$ cat src/rtl/kwm_pkg.sv
// kwm_pkg: shared types and constants of the k-way sorted run merge
// field widths, status and action codes, run table command struct
// no dependencies
package kwm_pkg;

  localparam int FIELD_W    = 64;
  localparam int RUN_FLD_W  = 3;
  localparam int CFG_W      = 4;
  localparam int STATUS_W   = 3;
  localparam int IN_DATA_W  = 136;
  localparam int OUT_DATA_W = 136;
  localparam int PAD_W      = 5;

  localparam logic [CFG_W-1:0] NUM_RUNS_RESET = 4'd8;

  localparam logic ACT_PUSH = 1'b0;
  localparam logic ACT_POP  = 1'b1;

  localparam logic [STATUS_W-1:0] ST_PUSHED = 3'd0;
  localparam logic [STATUS_W-1:0] ST_FULL   = 3'd1;
  localparam logic [STATUS_W-1:0] ST_BADRUN = 3'd2;
  localparam logic [STATUS_W-1:0] ST_POPPED = 3'd3;
  localparam logic [STATUS_W-1:0] ST_EMPTY  = 3'd4;

  typedef struct packed {
    logic push;
    logic pop;
  } kwm_tbl_cmd_t;

endpackage

$ cat src/rtl/kwm_run_table.sv
// kwm_run_table: head pointer, tail pointer and fill count of every run
// one selected run is read and updated per cycle
// depends on kwm_pkg
module kwm_run_table
  import kwm_pkg::*;
#(
  parameter int MAX_RUNS  = 8,
  parameter int RUN_DEPTH = 64
) (
  input  logic                             clk,
  input  logic                             rst,
  input  logic [$clog2(MAX_RUNS)-1:0]      sel,
  input  kwm_tbl_cmd_t                     cmd,
  output logic [$clog2(RUN_DEPTH)-1:0]     head,
  output logic [$clog2(RUN_DEPTH)-1:0]     tail,
  output logic [$clog2(RUN_DEPTH+1)-1:0]   fill
);

  localparam int PW = $clog2(RUN_DEPTH);
  localparam int FW = $clog2(RUN_DEPTH + 1);
  localparam logic [PW-1:0] PTR_LAST = PW'(RUN_DEPTH - 1);

  logic [PW-1:0] run_head [MAX_RUNS];
  logic [PW-1:0] run_tail [MAX_RUNS];
  logic [FW-1:0] run_fill [MAX_RUNS];

  assign head = run_head[sel];
  assign tail = run_tail[sel];
  assign fill = run_fill[sel];

  always_ff @(posedge clk) begin
    if (rst) begin
      for (int i = 0; i < MAX_RUNS; i++) begin
        run_head[i] <= '0;
        run_tail[i] <= '0;
        run_fill[i] <= '0;
      end
    end else begin
      if (cmd.push) begin
        run_tail[sel] <= (tail == PTR_LAST) ? '0 : tail + PW'(1);
        run_fill[sel] <= fill + FW'(1);
      end
      if (cmd.pop) begin
        run_head[sel] <= (head == PTR_LAST) ? '0 : head + PW'(1);
        run_fill[sel] <= fill - FW'(1);
      end
    end
  end

endmodule

$ cat config.mk
export PLATFORM = sky130hd
export DESIGN_NAME = kwm_run_table
export DESIGN_NICKNAME = d
export VERILOG_FILES = /design/src/rtl/kwm_pkg.sv /design/src/rtl/kwm_run_table.sv
export SDC_FILE = /design/constraint.sdc
export NUM_CORES = 1
export LEC_CHECK = 0
export BUFFER_PORTS_ARGS = -buffer_cell sky130_fd_sc_hd__buf_2
export CAP_MARGIN = 20
export CORE_ASPECT_RATIO = 0.8
export CORE_UTILIZATION = 40
export CTS_CLUSTER_DIAMETER = 150
export DETAILED_ROUTE_END_ITERATION = 10
export GPL_TIMING_DRIVEN = 0
export HOLD_SLACK_MARGIN = 0.05
export SYNTH_ARGS = -nofsm -noshare
export SYNTH_HDL_FRONTEND = slang
export SYNTH_SLANG_ARGS = --single-unit
export TNS_END_PERCENT = 10
$ cat constraint.sdc
create_clock -name clk -period 4.3 [get_ports clk]
set_input_delay 0.215 -clock clk [delete_from_list [all_inputs] [get_ports clk]]
set_output_delay 0.215 -clock clk [all_outputs]
set_load 0.02 [all_outputs]
==> run metrics, run 1 <==
diode count=0; DRC=0; die height=123.4 microns; Port Buffer Count=22; RSZ-0062 raised after global routing=false; Arr. time, crit path=4.14 ns; hpwl dp=13.15 mm; Max clock buf depth=2; # IOs=26; Crit Path Max Fanout=10; Worst setup EP type=register; post-synth top area share=0.6190; CTS tree=built; Core Util, Final=0.4590; Synth area leader=edfxtp_1; EDFF count, synth=152; critical path type=in -> reg; Final #Nets=632; final setup fails=0; # hold bufs at CTS=0; FFs w/ async S/R, synth=0; CTS buffer count=17; setup bufs post-CTS=0; global route total overflow=0; DR WL/cell=21.81 microns; CTS root buffer=clkbuf_16; largest net degree at the start of global routing=17; VDD IR-drop max=0.1669 mV; Slew Limit Fails=0; Net Count, Synth=591; antenna viol nets, final=0; switching power=975.5 uW; worst skew pair latency=0.44 ns; CTS H-Tree Depth=4; multi-input logic area=2589 sq um; drt total wl=18.76 mm; Yosys reg bits=152; Switching Share=0.2725; first-pass GRT wire length=28.70 mm; count of cell types in the netlist=58; Final Hold Fails=0; Critical Path RT=4.46 ns; fin crit period=3.985 ns; max frequency=251.0 MHz; core area=18110 sq um; post-CTS sizing=0; Via density=5.660; Primary FF master, synth=edfxtp_1; sequential area share after synthesis=0.6190; number of max-cap violations=0; die extent in x=153.8 microns; die area=18980 sq um; GP Congestion=0.8179; clock sink total=152; Leakage=0.003103 uW; outcome=complete, no violations; FP Rows=44; ranking of synthesized cells by area=edfxtp_1 (62%), nor2_1 (8.3%), mux4_2 (7.3%), nand2b_1 (2.3%), mux2i_1 (1.9%); Fin Setup TNS=0 ns; Flop pwr share=0.482; Clk pwr share=0.386; worst hold path type=in -> reg; relative max-transition margin=0.3878; dpl cell area=7771 sq um; internal power=2605 uW; synthesized cell area=7373 sq um; fraction of layout cells with a size suffix above 1=0.1873; Yosys warning count=0; Starting Density=0.4071; vias=4868; fillers=1624; Syn Inst Count=576; Syn-to-layout area delta=12.76%; Critical Path Source Type=input port; initial antenna violation count=0; router iterations before antenna repair=8; Register Area=4564 sq um; syn_area_per_cell=12.80 sq um; vias in the first global route=4834; initial drt markers=447; design area=8314 sq um; PwrDens=430.6 nW/um^2; clock skew=0.009067 ns; fin crit share=0.9267; GRT Total Usage=0.2128; Gate power share=0.132; clock transition at the registers of the reported paths=0.06 ns; worst slew pin tran=0.9117 ns
==> cells in the final DEF, fill, tap and decap left out, types with 5 or more instances in the layout <==
master / instances
a21oi_1: 7
and2_1: 9
buf_2: 30
buf_4: 5
buf_6: 6
clkbuf_1: 9
clkbuf_16: 17
edfxtp_1: 152
ha_1: 7
inv_1: 11
inv_6: 7
mux2_2: 8
mux2i_1: 14
mux4_2: 24
nand2_1: 36
nand2b_1: 27
nand3_1: 12
nor2_1: 163
nor2b_1: 9
o21ai_1: 5
==> cell type report <==
class	instances	share of cell area
flip-flops and latches	152	0.5490
multi-input cells	385	0.3114
clock buffers	17	0.05117
well taps	230	0.03461
plain buffers	28	0.02152
clock inverters	15	0.01415
repair buffers	22	0.01324
inverters	11	0.004966
==> final timing paths <==
kind / cells after the start / slack, ns / end / startpoint
setup / recovery: 15 / 0.32 / run_fill[0][6] / sel[2]
hold / removal: 4 / 0.47 / run_fill[2][1] / cmd[0]
hold reg to reg: 4 / 1.04 / run_head[0][5] / run_head[6][5]
setup reg to reg: 10 / 0.94 / run_fill[0][6] / run_fill[2][0]
==> Yosys cell counts (all sizes together) (2+ instances only) <==
library cell	number
a211o	2
a21o	3
a21oi	9
a22oi	2
a31oi	4
and2	9
and3b	2
buf	19
clkbuf	9
edfxtp	152
ha	7
inv	11
mux2	8
mux2i	14
mux4	24
nand2	36
nand2b	27
nand3	12
nor2	163
nor2b	9
nor3	2
nor3b	3
o211ai	2
o21ai	9
o21bai	2
o221ai	2
o22ai	2
o2bb2ai	3
or2	2
or3b	3
xnor2	6
xor2	2
==> routing by layer <==
layer | GRT usage | up-vias | routed length (microns)
met5 | 0 | - | 0
met4 | 0.09375 | 0 | 414
met3 | 0.04907 | 28 | 1330
met2 | 0.3284 | 200 | 8633
met1 | 0.2895 | 2469 | 8379
li1 | - | 2171 | -
==> per-stage QoR <==
stage               power (uW)  hold WS (ns)  worst slack [ns]  std cells
detailed placement        2227        0.9172           -0.1223        828
floorplan                 2075        0.5981            0.7547        576
global route              3694        0.4877            0.1137        860
global placement          2216        0.8991          -0.05717        828
finish                    3580        0.4711            0.3153        860
CTS                       3593        0.4697            0.3373        860
==> flip-flops by register name (all words and copies together), names as in the netlist <==
name      count
run_tail     48
run_fill     56
run_head     48
==> worst max-delay path: stages <==
cell	delay, ns
buf_4	0.18
buf_2	0.36
buf_4	0.28
clkbuf_1	0.61
mux2i_1	0.27
nor2_1	0.06
a31oi_1	0.15
o221ai_1	0.27
fa_1	0.51
a21o_1	0.19
a21oi_1	0.21
o21bai_1	0.09
a21oi_1	0.20
xor3_1	0.46
nor2_1	0.08
==> cells by family (layout without fill, tap and decap cells) <==
family,after synthesis,in the layout,share of synthesized area
muxes,46,46,0.1045
AOI/OAI and AO/OA,50,50,0.05278
xor gates and xnor gates,9,9,0.01578
and+or+nand+nor,272,272,0.1634
buffers and inverters,39,93,0.02987
adders and majority gates,8,8,0.01459
DFF,152,152,0.6190
==> power groups by stage <==
stage          registers [uW]  logic [uW]  clock network [uW]
5_1_grt                  1730         510                1450
2_1_floorplan            1750         327                   0
3_3_place_gp             1750         462                   0
3_5_place_dp             1760         469                   0
4_1_cts                  1730         471                1390
6_report                 1730         473                1380
Note: power is estimated with default switching activity, not from simulation.
==> run 2: changes to the inputs <==
- ABC_AREA: unset -> 1
==> run 2 against run 1 <==
  * Sequential share of layout area down 1.9 points
  * Critical path type unchanged
  * Die area up 3.4%
  * First-iteration DRC count increased by 16%
  * Sequential power about the same
  * Total power increased by 1.5%
==> run metrics, run 2 <==
commonest non-fill, non-tap cell in the layout=nand2_1; Worst path depth=16; Port Buffer Count=23; synthesized cell area=7631 sq um; fraction of layout cells with a size suffix above 1=0.1473; Primary FF master, synth=edfxtp_1; R2R depth=12; HP Start=sel[1]; GP Congestion=0.8240; die height=125.5 microns; CTS H-Tree Depth=4; Crit. Startpoint=sel[0]; Buf/Inv on CP=5; Arr. time, crit path=3.28 ns; DRC=0; Slew Limit Fails=0; PwrDens=421.9 nW/um^2; fin crit share=0.7197; antenna viol nets, final=0; Largest stage delay, worst path=0.65 ns; clock sink total=152; Biggest register=run_fill; post-synth top area share=0.5981; Yosys reg bits=152; internal power=2617 uW; sequential area share after synthesis=0.5981; syn_area_per_cell=9.456 sq um; family with the most delay on the worst path=simple AND/OR/NAND/NOR gates; # hold bufs at CTS=0; worst hold path type=in -> reg; synth cell count leaders=nand2_1 (282), nor2_1 (155), edfxtp_1 (152); clock skew=0.01011 ns; relative max-transition margin=0.3058; number of max-cap violations=0; fillers=1787; fin crit period=3.095 ns; design area=8616 sq um; VDD IR-drop max=0.2638 mV; worst skew pair latency=0.44 ns; non-filler instance count after layout=1115; Synth area leader=edfxtp_1; EDFF count, synth=152; # IOs=26; Leakage=0.003633 uW; drt total wl=20.43 mm; die area=19640 sq um; Final #Nets=864; Worst setup EP type=register; Syn-to-layout area delta=12.90%; Critical Path RT=4.48 ns; Crit Path Max Fanout=10; Gate power share=0.134; Starting Density=0.4150; core area=18390 sq um; worst slew pin tran=1.038 ns; RSZ-0062 raised after global routing=false; CP most frequent cell=buf_6; RR Endpoint=run_fill[2][6]; post-placement cell count=1083; FFs w/ async S/R, synth=0; FP Rows=44; CTS buffer count=17; CTS tree=built; count of cell types in the netlist=40; die extent in x=156.4 microns; initial drt markers=518; CP max-delay cell=nor2_1; post-CTS sizing=0; final setup fails=0; GRT Total Usage=0.2232; vias=5672; setup bufs post-CTS=0; Flop pwr share=0.474; dpl cell area=8063 sq um; router iterations before antenna repair=5; Max clock buf depth=2; most frequent cells in the layout=nand2_1 (282), nor2_1 (155), edfxtp_1 (152), inv_1 (56), buf_2 (29); switching power=1018 uW; DR WL/cell=18.32 microns; CTS root buffer=clkbuf_16; clock transition at the registers of the reported paths=0.07 ns; worst-path cell chain=buf_2, inv_2, buf_6, buf_6, buf_6, nor2_1, a22o_1, a221oi_1, nand2_1, fa_1, nand3_1, nand2_1, a21oi_1, o21bai_1, xor2_4, nor2_1; reg-to-reg startpoint=run_fill[7][0]; Net Count, Synth=822; Switching Share=0.2800; ranking of synthesized cells by area=edfxtp_1 (60%), nand2_1 (14%), nor2_1 (7.6%), inv_1 (2.8%), nand3_1 (1.5%); most frequent cell after synthesis=nand2_1; hpwl dp=13.87 mm; outcome=complete, no violations; R2R setup slack=1.51 ns; Fin Setup TNS=0 ns; Final Hold Fails=0; Syn Inst Count=807; global route total overflow=0; diode count=0; Via density=5.087; max frequency=323.1 MHz; Yosys warning count=0; first-pass GRT wire length=31.50 mm; Critical Path Source Type=input port; largest net degree at the start of global routing=17; initial antenna violation count=0; vias in the first global route=5265; Clk pwr share=0.392; flip-flop count of the largest register after layout=56; crit path to=run_fill[2][6]; Largest regs=run_fill (56), run_head (48), run_tail (48); critical path type=in -> reg
-- run 2: logic make-up (layout without fill, tap and decap cells) --
group	Yosys count	after routing	share of synthesized area
simple gates	515	515	0.2889
flops	152	152	0.5981
buf+inv	86	141	0.05395
compound gates	40	40	0.03361
fa+ha+maj	8	8	0.01410
xor+xnor	6	6	0.01131
-- run 2: layout make-up --
cell class | instances | area [sq um] | share of cell area
Sequential cell | 152 | 4564 | 0.5298
Timing Repair Buffer | 23 | 115.1 | 0.01336
Multi-Input combinational cell | 569 | 2655 | 0.3082
Buffer | 21 | 165.2 | 0.01917
Inverter | 65 | 246.5 | 0.02861
Clock inverter | 15 | 127.6 | 0.01481
Tap cell | 253 | 316.6 | 0.03674
Clock buffer | 17 | 425.4 | 0.04938
-- run 2: worst min-delay path, delay by kind of cell --
kind	cells	cell delay (ns)
simple gates	3	0.36
buf+inv	1	0.12
-- run 2: worst min-delay path by stage --
| stage | endpoint | slack (ns) | depth (start not counted) |
|---|---|---|---|
| after global routing | run_tail[0][5] | 0.46 | 4 |
| after detailed placement | fill[5] | 0.87 | 3 |
| final | run_tail[0][3] | 0.44 | 4 |
| after global placement | fill[5] | 0.86 | 3 |
| after floorplan | run_head[3][0] | 0.66 | 2 |
| after CTS | run_tail[0][5] | 0.42 | 4 |
-- run 2: power groups by stage --
stage / clock network, uW / registers (uW) / logic (uW)
2_1_floorplan: 0 / 1750 / 325
3_3_place_gp: 0 / 1750 / 480
3_5_place_dp: 0 / 1750 / 483
4_1_cts: 1430 / 1720 / 485
5_1_grt: 1500 / 1730 / 529
6_report: 1430 / 1720 / 486
-- run 2: stage by stage --
| stage | total power [uW] | worst slack (ns) | util | hold slack [ns] |
|---|---|---|---|---|
| finish | 3635 | 1.205 | 0.4686 | 0.4392 |
| global route | 3756 | 1.013 | 0.4686 | 0.4613 |
| CTS | 3642 | 1.171 | 0.4686 | 0.4209 |
| detailed placement | 2238 | 0.7205 | 0.4385 | 0.8729 |
| global placement | 2233 | 0.7750 | 0.4385 | 0.8649 |
| floorplan | 2073 | 1.414 | - | 0.6601 |
-- run 2: metal layers --
layer | share of wire | vias up | global-route usage
met2 | 0.44 | 220 | 0.3225
met3 | 0.069 | 30 | 0.05130
met5 | 0 | - | 0
li1 | - | 2727 | -
met1 | 0.48 | 2695 | 0.3302
met4 | 0.016 | 0 | 0.07036
